[src/design/lapm_arq_window_controller_macros.svh]
// assertion macros for the lapm arq window controller
// no dependencies; included by the top level
`ifndef LAPM_ARQ_WINDOW_CONTROLLER_MACROS_SVH
`define LAPM_ARQ_WINDOW_CONTROLLER_MACROS_SVH
`ifndef NO_ASSERTIONS
`define LAPM_ASSERT(label, clk, rst_n, prop) \
	label: assert property (@(posedge clk) disable iff (!rst_n) prop) \
		else $error("lapm assertion failed");
`define LAPM_NEVER(label, clk, rst_n, expr) \
	label: assert property (@(posedge clk) disable iff (!rst_n) !(expr)) \
		else $error("lapm forbidden condition");
`else
`define LAPM_ASSERT(label, clk, rst_n, prop)
`define LAPM_NEVER(label, clk, rst_n, expr)
`endif
`endif

[src/design/lapm_pkg.sv]
// constants and codes for the lapm arq window controller
// no dependencies
package lapm_pkg;
	localparam int SEQ_W = 7;
	localparam int SEQ_SLOTS = 128;
	localparam int DEF_WINDOW_SIZE = 15;
	localparam int DEF_CHUNK_BYTES = 128;
	localparam int DEF_RX_DEPTH = 8192;
	localparam logic [15:0] DEF_TIMEOUT_MS = 16'd1000;
	localparam logic [7:0] DEF_RETRY_LIMIT = 8'd3;

	// request codes
	localparam logic [2:0] REQ_WRITE = 3'd0;
	localparam logic [2:0] REQ_READ = 3'd1;
	localparam logic [2:0] REQ_RECV = 3'd2;
	localparam logic [2:0] REQ_NEXT = 3'd3;
	localparam logic [2:0] REQ_TICK = 3'd4;

	// received frame kinds
	localparam logic [2:0] FK_I = 3'd0;
	localparam logic [2:0] FK_RR = 3'd1;
	localparam logic [2:0] FK_RNR = 3'd2;
	localparam logic [2:0] FK_REJ = 3'd3;
	localparam logic [2:0] FK_SREJ = 3'd4;

	// supervisory kinds held pending
	localparam logic [1:0] SUP_RR = 2'd1;
	localparam logic [1:0] SUP_RNR = 2'd2;
	localparam logic [1:0] SUP_REJ = 2'd3;

	// send kinds and rx status
	localparam logic [2:0] SK_NONE = 3'd0;
	localparam logic [2:0] SK_I = 3'd4;
	localparam logic [1:0] RXS_NONE = 2'd0;
	localparam logic [1:0] RXS_DELIVERED = 2'd1;
	localparam logic [1:0] RXS_ERROR = 2'd2;

	// configuration register indexes
	localparam logic [1:0] CFG_CR = 2'd0;
	localparam logic [1:0] CFG_TIMEOUT = 2'd1;
	localparam logic [1:0] CFG_RETRY = 2'd2;
endpackage

[src/design/lapm_ram.sv]
// generic two-port ram, one write port, one registered read port
// no dependencies
module lapm_ram #(
	parameter int WIDTH = 8,
	parameter int DEPTH = 128
) (
	input logic clk,
	input logic we,
	input logic [$clog2(DEPTH)-1:0] waddr,
	input logic [WIDTH-1:0] wdata,
	input logic [$clog2(DEPTH)-1:0] raddr,
	output logic [WIDTH-1:0] rdata
);
	logic [WIDTH-1:0] mem_q [DEPTH];
	logic [WIDTH-1:0] rdata_q;

	always_ff @(posedge clk) begin
		if (we) begin
			mem_q[waddr] <= wdata;
		end
		rdata_q <= mem_q[raddr];
	end

	assign rdata = rdata_q;
endmodule

[src/design/lapm_arq_window_controller.sv]
// top level of the lapm arq window controller: sequencer, state and shared 32-bit adder
// depends on lapm_pkg, lapm_ram and lapm_arq_window_controller_macros.svh
// a request is taken when start is high and busy low; it goes through dispatch and finish,
// and also tick check for tick, next out for next with an I frame, rx post for a receive
// with its ack ignored, write over its chunks for write, and ack walk over the freed slots
// (at most the window), ack end and rx post for an acknowledged receive.
// one request at a time. reset clears all sequence state and slot valid bits, not lengths.
`include "lapm_arq_window_controller_macros.svh"
module lapm_arq_window_controller
	import lapm_pkg::*;
#(
	parameter int WINDOW_SIZE = DEF_WINDOW_SIZE,
	parameter int CHUNK_BYTES = DEF_CHUNK_BYTES,
	parameter int RX_DEPTH = DEF_RX_DEPTH
) (
	input logic clk,
	input logic arst_n,
	input logic start,
	output logic busy,
	input logic [2:0] req_type,
	input logic [15:0] byte_count,
	input logic frame_valid,
	input logic [2:0] frame_kind,
	input logic [6:0] frame_send_seq,
	input logic [6:0] frame_recv_seq,
	input logic [7:0] frame_info_len,
	input logic [15:0] elapsed_ms,
	input logic cfg_valid,
	output logic cfg_ready,
	input logic [1:0] cfg_index,
	input logic [15:0] cfg_data,
	output logic result_valid,
	output logic [15:0] bytes_done,
	output logic [1:0] rx_status,
	output logic [2:0] send_kind,
	output logic [6:0] send_seq,
	output logic [6:0] send_ack_seq,
	output logic send_cr,
	output logic [7:0] send_len,
	output logic [6:0] unacked_frames,
	output logic link_failed
);
	localparam int OCC_W = $clog2(RX_DEPTH);

	localparam logic [3:0] ST_IDLE = 4'd0;
	localparam logic [3:0] ST_DISPATCH = 4'd1;
	localparam logic [3:0] ST_WRITE = 4'd2;
	localparam logic [3:0] ST_ACK_WALK = 4'd3;
	localparam logic [3:0] ST_ACK_END = 4'd4;
	localparam logic [3:0] ST_RX_POST = 4'd5;
	localparam logic [3:0] ST_NEXT_OUT = 4'd6;
	localparam logic [3:0] ST_TICK_CHK = 4'd7;
	localparam logic [3:0] ST_FINISH = 4'd8;

	logic [3:0] state_q;

	// latched request
	logic [2:0] req_q;
	logic [15:0] count_q;
	logic fvalid_q;
	logic [2:0] fkind_q;
	logic [6:0] fns_q;
	logic [6:0] fnr_q;
	logic [7:0] flen_q;
	logic [15:0] elapsed_q;

	// configuration
	logic cr_q;
	logic [15:0] timeout_q;
	logic [7:0] retry_limit_q;

	// link state
	logic [6:0] ack_base_q;
	logic [6:0] nss_q;
	logic [6:0] recv_seq_q;
	logic [6:0] cursor_q;
	logic [SEQ_SLOTS-1:0] slot_valid_q;
	logic [OCC_W-1:0] occ_q;
	logic [31:0] now_q;
	logic [31:0] deadline_q;
	logic [7:0] retry_q;
	logic failed_q;
	logic [1:0] sup_kind_q;
	logic sup_flag_q;

	// result registers
	logic res_valid_q;
	logic [15:0] done_q;
	logic [1:0] rxs_q;
	logic [2:0] skind_q;
	logic [6:0] sseq_q;
	logic [6:0] sack_q;
	logic scr_q;
	logic [7:0] slen_q;
	logic [6:0] unacked_q;
	logic failed_out_q;

	// shared adder: tick time advance, or now plus timeout for a fresh deadline
	logic [31:0] alu_b;
	logic [31:0] alu_sum;
	assign alu_b = (state_q == ST_DISPATCH) ? {16'd0, elapsed_q} : {16'd0, timeout_q};
	assign alu_sum = now_q + alu_b;

	logic [6:0] outstanding;
	logic [6:0] nr_dist;
	logic [6:0] cur_dist;
	logic [15:0] remain;
	logic [7:0] chunk;
	logic [15:0] occ_ext;
	logic [16:0] rx_need;
	logic ram_we;
	logic [7:0] ram_rdata;

	assign outstanding = nss_q - ack_base_q;
	assign nr_dist = fnr_q - ack_base_q;
	assign cur_dist = cursor_q - ack_base_q;
	assign remain = count_q - done_q;
	assign chunk = (remain > 16'(CHUNK_BYTES)) ? 8'(CHUNK_BYTES) : remain[7:0];
	assign occ_ext = 16'(occ_q);
	assign rx_need = 17'(flen_q) + 17'(occ_q);
	assign ram_we = (state_q == ST_WRITE) && (done_q < count_q) &&
		(outstanding < 7'(WINDOW_SIZE));

	lapm_ram #(
		.WIDTH(8),
		.DEPTH(SEQ_SLOTS)
	) u_slot_len (
		.clk(clk),
		.we(ram_we),
		.waddr(nss_q),
		.wdata(chunk),
		.raddr(cursor_q),
		.rdata(ram_rdata)
	);

	always_ff @(posedge clk) begin
		if (start && !busy) begin
			req_q <= req_type;
			count_q <= byte_count;
			fvalid_q <= frame_valid;
			fkind_q <= frame_kind;
			fns_q <= frame_send_seq;
			fnr_q <= frame_recv_seq;
			flen_q <= frame_info_len;
			elapsed_q <= elapsed_ms;
		end
	end

	always_ff @(posedge clk or negedge arst_n) begin
		if (!arst_n) begin
			cr_q <= 1'b0;
			timeout_q <= DEF_TIMEOUT_MS;
			retry_limit_q <= DEF_RETRY_LIMIT;
		end else if (cfg_valid) begin
			case (cfg_index)
				CFG_CR: cr_q <= cfg_data[0];
				CFG_TIMEOUT: timeout_q <= cfg_data;
				CFG_RETRY: retry_limit_q <= cfg_data[7:0];
				default: ;
			endcase
		end
	end

	always_ff @(posedge clk or negedge arst_n) begin
		if (!arst_n) begin
			state_q <= ST_IDLE;
			ack_base_q <= '0;
			nss_q <= '0;
			recv_seq_q <= '0;
			cursor_q <= '0;
			slot_valid_q <= '0;
			occ_q <= '0;
			now_q <= '0;
			deadline_q <= '0;
			retry_q <= '0;
			failed_q <= 1'b0;
			sup_kind_q <= '0;
			sup_flag_q <= 1'b0;
			res_valid_q <= 1'b0;
			done_q <= '0;
			rxs_q <= '0;
			skind_q <= '0;
			sseq_q <= '0;
			sack_q <= '0;
			scr_q <= 1'b0;
			slen_q <= '0;
			unacked_q <= '0;
			failed_out_q <= 1'b0;
		end else begin
			res_valid_q <= 1'b0;
			case (state_q)
				ST_IDLE: begin
					if (start) begin
						state_q <= ST_DISPATCH;
					end
				end
				ST_DISPATCH: begin
					done_q <= '0;
					rxs_q <= RXS_NONE;
					skind_q <= SK_NONE;
					sseq_q <= '0;
					sack_q <= '0;
					scr_q <= 1'b0;
					slen_q <= '0;
					state_q <= ST_FINISH;
					case (req_q)
						REQ_WRITE: state_q <= ST_WRITE;
						REQ_READ: begin
							if (count_q < occ_ext) begin
								done_q <= count_q;
								occ_q <= occ_q - OCC_W'(count_q);
							end else begin
								done_q <= occ_ext;
								occ_q <= '0;
							end
						end
						REQ_RECV: begin
							if (!fvalid_q) begin
								rxs_q <= RXS_ERROR;
							end else if (fkind_q == FK_I || fkind_q == FK_RR ||
								fkind_q == FK_RNR || fkind_q == FK_REJ) begin
								// acknowledgement outside the outstanding range is ignored
								state_q <= (nr_dist > outstanding) ? ST_RX_POST : ST_ACK_WALK;
							end else if (fkind_q == FK_SREJ) begin
								if (slot_valid_q[fnr_q]) begin
									cursor_q <= fnr_q;
								end
							end
						end
						REQ_NEXT: begin
							if (sup_flag_q) begin
								sup_flag_q <= 1'b0;
								skind_q <= {1'b0, sup_kind_q};
								sack_q <= recv_seq_q;
								scr_q <= cr_q;
							end else if (cursor_q != nss_q && slot_valid_q[cursor_q]) begin
								state_q <= ST_NEXT_OUT;
							end
						end
						REQ_TICK: begin
							now_q <= alu_sum;
							state_q <= ST_TICK_CHK;
						end
						default: ;
					endcase
				end
				ST_WRITE: begin
					if (ram_we) begin
						slot_valid_q[nss_q] <= 1'b1;
						nss_q <= nss_q + 7'd1;
						done_q <= done_q + 16'(chunk);
					end else begin
						state_q <= ST_FINISH;
					end
				end
				ST_ACK_WALK: begin
					// one acknowledged slot released per cycle
					if (ack_base_q != fnr_q) begin
						slot_valid_q[ack_base_q] <= 1'b0;
						ack_base_q <= ack_base_q + 7'd1;
					end else begin
						state_q <= ST_ACK_END;
					end
				end
				ST_ACK_END: begin
					if (cur_dist > outstanding) begin
						cursor_q <= ack_base_q;
					end
					if (ack_base_q == nss_q) begin
						deadline_q <= '0;
						retry_q <= '0;
					end else begin
						deadline_q <= alu_sum;
					end
					state_q <= ST_RX_POST;
				end
				ST_RX_POST: begin
					if (fkind_q == FK_I) begin
						sup_flag_q <= 1'b1;
						if (fns_q != recv_seq_q) begin
							sup_kind_q <= (fns_q == recv_seq_q - 7'd1) ? SUP_RR : SUP_REJ;
						end else if (rx_need > 17'(RX_DEPTH - 1)) begin
							sup_kind_q <= SUP_RNR;
						end else begin
							occ_q <= occ_q + OCC_W'(flen_q);
							recv_seq_q <= recv_seq_q + 7'd1;
							sup_kind_q <= SUP_RR;
							rxs_q <= RXS_DELIVERED;
						end
					end else if (fkind_q == FK_REJ) begin
						cursor_q <= fnr_q;
					end
					state_q <= ST_FINISH;
				end
				ST_NEXT_OUT: begin
					skind_q <= SK_I;
					sseq_q <= cursor_q;
					sack_q <= recv_seq_q;
					scr_q <= cr_q;
					slen_q <= ram_rdata;
					cursor_q <= cursor_q + 7'd1;
					if (deadline_q == '0) begin
						deadline_q <= alu_sum;
					end
					state_q <= ST_FINISH;
				end
				ST_TICK_CHK: begin
					if (deadline_q != '0 && now_q >= deadline_q && ack_base_q != nss_q) begin
						if (retry_q != 8'hFF) begin
							retry_q <= retry_q + 8'd1;
						end
						if (retry_q >= retry_limit_q) begin
							failed_q <= 1'b1;
							deadline_q <= '0;
						end else begin
							cursor_q <= ack_base_q;
							deadline_q <= alu_sum;
						end
					end
					state_q <= ST_FINISH;
				end
				ST_FINISH: begin
					unacked_q <= outstanding;
					failed_out_q <= failed_q;
					res_valid_q <= 1'b1;
					state_q <= ST_IDLE;
				end
				default: state_q <= ST_IDLE;
			endcase
		end
	end

	assign busy = (state_q != ST_IDLE);
	assign cfg_ready = 1'b1;
	assign result_valid = res_valid_q;
	assign bytes_done = done_q;
	assign rx_status = rxs_q;
	assign send_kind = skind_q;
	assign send_seq = sseq_q;
	assign send_ack_seq = sack_q;
	assign send_cr = scr_q;
	assign send_len = slen_q;
	assign unacked_frames = unacked_q;
	assign link_failed = failed_out_q;

	`LAPM_ASSERT(a_strobe_idle, clk, arst_n, result_valid |-> !busy)
	`LAPM_ASSERT(a_start_busy, clk, arst_n, (start && !busy) |=> busy)
	`LAPM_ASSERT(a_strobe_single, clk, arst_n, result_valid |=> !result_valid)
	`LAPM_NEVER(a_window, clk, arst_n, outstanding > 7'(WINDOW_SIZE))
endmodule
[config.mk]
export PLATFORM = sky130hd
export DESIGN_NAME = lapm_arq_window_controller
export DESIGN_NICKNAME = d
export VERILOG_FILES = /design/src/design/lapm_pkg.sv /design/src/design/lapm_ram.sv /design/src/design/lapm_arq_window_controller.sv
export VERILOG_INCLUDE_DIRS = /design/src /design/src/design
export SDC_FILE = /design/constraint.sdc
export NUM_CORES = 2
export LEC_CHECK = 0
export BUFFER_PORTS_ARGS = -buffer_cell sky130_fd_sc_hd__buf_4
export CAP_MARGIN = 20
export CORE_UTILIZATION = 63
export CTS_CLUSTER_SIZE = 8
export DETAILED_ROUTE_END_ITERATION = 6
export HOLD_SLACK_MARGIN = 0.02
export PLACE_DENSITY = 0.8
export RECOVER_POWER = 25
export SLEW_MARGIN = 10
export SYNTH_ARGS = -nofsm -noshare
export SYNTH_HDL_FRONTEND = slang
export SYNTH_SLANG_ARGS = --single-unit
[constraint.sdc]
create_clock -name clk -period 10.8 [get_ports clk]
set_input_delay 1.08 -clock clk [delete_from_list [all_inputs] [get_ports clk]]
set_output_delay 1.08 -clock clk [all_outputs]
set_load 0.01 [all_outputs]
==> run_results.csv <==
group,metric,value,unit
status,status,"complete, but fails checks",
status,violations,"design-rule violations, max-capacitance violations, max-slew violations",
cts,max-clock-path-buffers,3,
cts,h_tree_depth_reported_by_cts,4,
synth,avgSynthCellArea,16.3,µm²
placed_design,port_buffers,136,
layout,post_route_cells_drive_above_1_share,20.1,%
sta,period_share,66.5,%
worst_setup_path,criticalPathCategory,"flip-flop to flip-flop",
synth,synth.yosys.warnings,0,
synth,synth.net_count,4120,
synth,synth_cell_types,81,
routing,drt_pre_antenna_iters,7,
worst_setup_path,worst_setup_path_end_kind,"flip-flop",
power_and_ir_drop,max-vdd-ir-drop,0.241,mV
synth,synthTopCellsByArea,"sky130_fd_sc_hd__edfxtp_1 (52%), sky130_fd_sc_hd__mux4_2 (15%), sky130_fd_sc_hd__dfrtp_1 (13%)",
routing,detail_route.drc_violations,8,
synth,ys.flop_type,"sky130_fd_sc_hd__edfxtp_1",
grt,grt_antenna_before_repair,4,
layout,final_core_utilization,71.7,%
cts,clk_slew_on_worst_s_h_paths,50,ps
sta,max_slew_margin,-278,%
synth,synth_area,63100,µm²
cts,cts-root-buf,"sky130_fd_sc_hd__clkbuf_16",
routing,detailedRoute.firstIterationViolations,4862,
cts,postCtsHoldBufs,0,
synth,postSynthRegisterBits,1420,
die,die_h,318,µm
power_and_ir_drop,internal-power,11.3,mW
power_and_ir_drop,total_switching_power,5.29,mW
sta,worst_slew_pin_slew,5670,ps
power_and_ir_drop,total_power,16.6,mW
layout,layout.cells.non_filler,5486,
grt,grtUsageTotal,33.3,%
power_and_ir_drop,power_density,234,nW/µm²
cts,postCtsResizedCells,0,
power_and_ir_drop,power.leakage,27.7,nW
grt,grt_max_degree,160,
die,top_level_ports,138,
layout,area_growth_syn_to_layout,12.2,%
routing,avgViaCountPerCell,6.94,
routing,antenna_violating_nets_post_route,0,
worst_hold_path,min_path_type,"flip-flop to flip-flop",
synth,synthesis.instances,3879,
die,initial_standard_cell_utilization_of_the_core,63.9,%
routing,route.detailed.wl_per_inst,30.3,µm
job,max_cap_violations,8,
routing,route.final.wire_length,166000,µm
power_and_ir_drop,power.clock.fraction,34.3,%
cts,tritoncts_clock_tree,"done",
layout,final_common_cell,"sky130_fd_sc_hd__edfxtp_1",
die,dieArea,101000,µm²
die,floorplan_row_count,115,
layout,final_nets,4316,
grt,grt_pass1_vias,38600,
power_and_ir_drop,switching_portion_of_total_power,31.9,%
synth,netlist.area_leader.share,51.7,%
sta,fmax,0.139,GHz
routing,route.vias.total,38100,
placed_design,detailedPlacementHpwl,99200,µm
worst_setup_path,crit_path_start_kind,"flip-flop",
cts,cts_sinks,1420,
power_and_ir_drop,combinationalPowerShare,26.0,%
worst_setup_path,critPathRequiredTime,11460,ps
sta,rsz_0062_raised_after_global_routing,"no",
power_and_ir_drop,p_seq_share,39.7,%
die,fp.dieW,318,µm
sta,final.setup_skew,60.4,ps
synth,post_synthesis_async_set_or_reset_flop_share,23.0,%
synth,largest_area_contributor_in_the_netlist,"sky130_fd_sc_hd__edfxtp_1",
cts,cts_inserted_buffers,195,
sta,timing_hold_violations_final,0,
layout,mostFrequentLayoutCells,"sky130_fd_sc_hd__edfxtp_1 (1085), sky130_fd_sc_hd__mux4_2 (419), sky130_fd_sc_hd__dfrtp_1 (313), sky130_fd_sc_hd__nor2_1 (239), sky130_fd_sc_hd__nand2_1 (223)",
placed_design,place_inst,5158,
grt,grt_pass1_wl,248000,µm
sta,final.min_clock_period,7180,ps
sta,fin_setup_tns,0,ps
placed_design,gp_congestion,0.937,
grt,grt_overflow_total,0,
cts,insertion_delay,810,ps
die,fp.coreArea,98700,µm²
synth,synth.yosys.seq_area_share,64.9,%
worst_setup_path,cp_data_arrival_time,7840,ps
layout,num-fill-cells,5932,
worst_setup_path,critical_path.max_fanout,66,
sta,setup_viol,0,
sta,maxSlewViolCount,315,
cts,cts_setup_buffers,0,
synth,synth-edff-count,1085,
## cell type report
class	instances	area, µm²	share of cell area (%)
Sequential cell	1420	41000	57.9
Tap cell	1287	1610	2.28
Multi-Input combinational cell	2123	20800	29.4
Timing Repair Buffer	198	1240	1.76
Antenna cell	1	2.50	0.00354
Clock buffer	306	5320	7.51
Inverter	137	517	0.730
Clock inverter	14	283	0.400
## synthesized netlist by cell type (17+ instances only)
master / instances
sky130_fd_sc_hd__nand2b_1: 17
sky130_fd_sc_hd__nor4_1: 19
sky130_fd_sc_hd__a2bb2oi_1: 75
sky130_fd_sc_hd__buf_2: 36
sky130_fd_sc_hd__xnor2_1: 80
sky130_fd_sc_hd__xor2_1: 51
sky130_fd_sc_hd__ha_1: 150
sky130_fd_sc_hd__mux2i_1: 18
sky130_fd_sc_hd__nor2b_1: 28
sky130_fd_sc_hd__mux2_2: 48
sky130_fd_sc_hd__clkbuf_1: 130
sky130_fd_sc_hd__dfrtp_1: 319
sky130_fd_sc_hd__a31oi_1: 18
sky130_fd_sc_hd__a21oi_1: 97
sky130_fd_sc_hd__o21a_1: 23
sky130_fd_sc_hd__a22o_1: 39
sky130_fd_sc_hd__nor3_1: 44
sky130_fd_sc_hd__nand2_1: 223
sky130_fd_sc_hd__nor2_1: 242
sky130_fd_sc_hd__inv_1: 136
sky130_fd_sc_hd__nand3_1: 56
sky130_fd_sc_hd__and3_1: 19
sky130_fd_sc_hd__edfxtp_1: 1085
sky130_fd_sc_hd__nand4_1: 31
sky130_fd_sc_hd__mux4_2: 419
sky130_fd_sc_hd__buf_1: 26
sky130_fd_sc_hd__a21o_1: 54
sky130_fd_sc_hd__o21ai_0: 187
## worst paths after layout
| check | startpoint | end | slack, ps | cells past startpoint |
|---|---|---|---|---|
| max | count_q[0] | bytes_done[12] | 3620 | 23 |
| min reg2reg | u_slot_len.rdata[3] | send_len[3] | 480 | 1 |
| min in group asynchronous | arst_n | deadline_q[21] | 2360 | 1 |
| max in group asynchronous | arst_n | cursor_q[1] | 5050 | 2 |
| min | u_slot_len.rdata[3] | send_len[3] | 480 | 1 |
| max reg2reg | count_q[0] | bytes_done[12] | 3620 | 23 |
## sequential cells by signal (all words and copies together) (netlist names), 8 cells and up, named ones only
| signal | count |
|---|---|
| u_slot_len.mem_q | 1024 |
| slot_valid_q | 128 |
| deadline_q | 32 |
| now_q | 32 |
| count_q | 16 |
| elapsed_q | 16 |
| timeout_q | 16 |
| bytes_done | 15 |
| occ_q | 13 |
| flen_q | 8 |
| retry_limit_q | 8 |
| retry_q | 8 |
| send_len | 8 |
| u_slot_len.rdata | 8 |
## through the flow
stage / hold slack (ps) / area, µm² / worst slack, ps
2_1_floorplan: 428 / 63100 / 2180
3_3_place_gp: 441 / 65400 / 4380
3_5_place_dp: 457 / 65400 / 4180
4_1_cts: 337 / 71000 / 4100
5_1_grt: 454 / 70800 / 3240
6_report: 479 / 70800 / 3620
## critical path, cell delays in order (launching register included)
cell and delay (ps):
sky130_fd_sc_hd__edfxtp_1 410, sky130_fd_sc_hd__inv_1 130, sky130_fd_sc_hd__ha_1 180, sky130_fd_sc_hd__inv_1 50, sky130_fd_sc_hd__fa_1 420, sky130_fd_sc_hd__a211oi_1 490
sky130_fd_sc_hd__o21a_1 280, sky130_fd_sc_hd__nor2_1 80, sky130_fd_sc_hd__xor2_1 150, sky130_fd_sc_hd__a211o_1 230, sky130_fd_sc_hd__nor4_1 1040, sky130_fd_sc_hd__nand2b_1 490
sky130_fd_sc_hd__inv_1 250, sky130_fd_sc_hd__and3_4 700, sky130_fd_sc_hd__ha_1 300, sky130_fd_sc_hd__o21ai_0 160, sky130_fd_sc_hd__a21boi_0 270, sky130_fd_sc_hd__o21ai_0 160
sky130_fd_sc_hd__a21boi_0 290, sky130_fd_sc_hd__o21ai_0 120, sky130_fd_sc_hd__nand2b_1 230, sky130_fd_sc_hd__nand2_1 140, sky130_fd_sc_hd__o32a_1 320, sky130_fd_sc_hd__o22ai_1 150
## metal layers
layer  global-route usage [%]  wire, µm
met3                     8.44     17000
met2                     53.2     80600
met1                     44.2     61700
met4                     13.8      6900
met5                        0        13
## cells by family (layout without fill, tap and decap cells)
group / Yosys count / count (layout) / synth area share, %
AOI/OAI and AO/OA: 606 / 606 / 6.38
xor gates and xnor gates: 131 / 131 / 1.82
adders and majority gates: 158 / 158 / 3.23
buffers and inverters: 336 / 655 / 2.11
DFF: 1420 / 1420 / 64.9
muxes: 487 / 487 / 16.1
other: 1 / 2 / 0.00595
and+or+nand+nor: 740 / 740 / 5.39
## power by group through the flow
stage	Sequential, mW	Combinational (mW)	Clock [mW]
after detailed placement	6.66	4.30	0
final	6.58	4.32	5.68
after CTS	6.57	4.34	5.71
after global placement	6.65	4.24	0
after floorplan	6.39	3.32	0
after global routing	6.61	4.67	5.92
(Power assumes the default switching activity.)
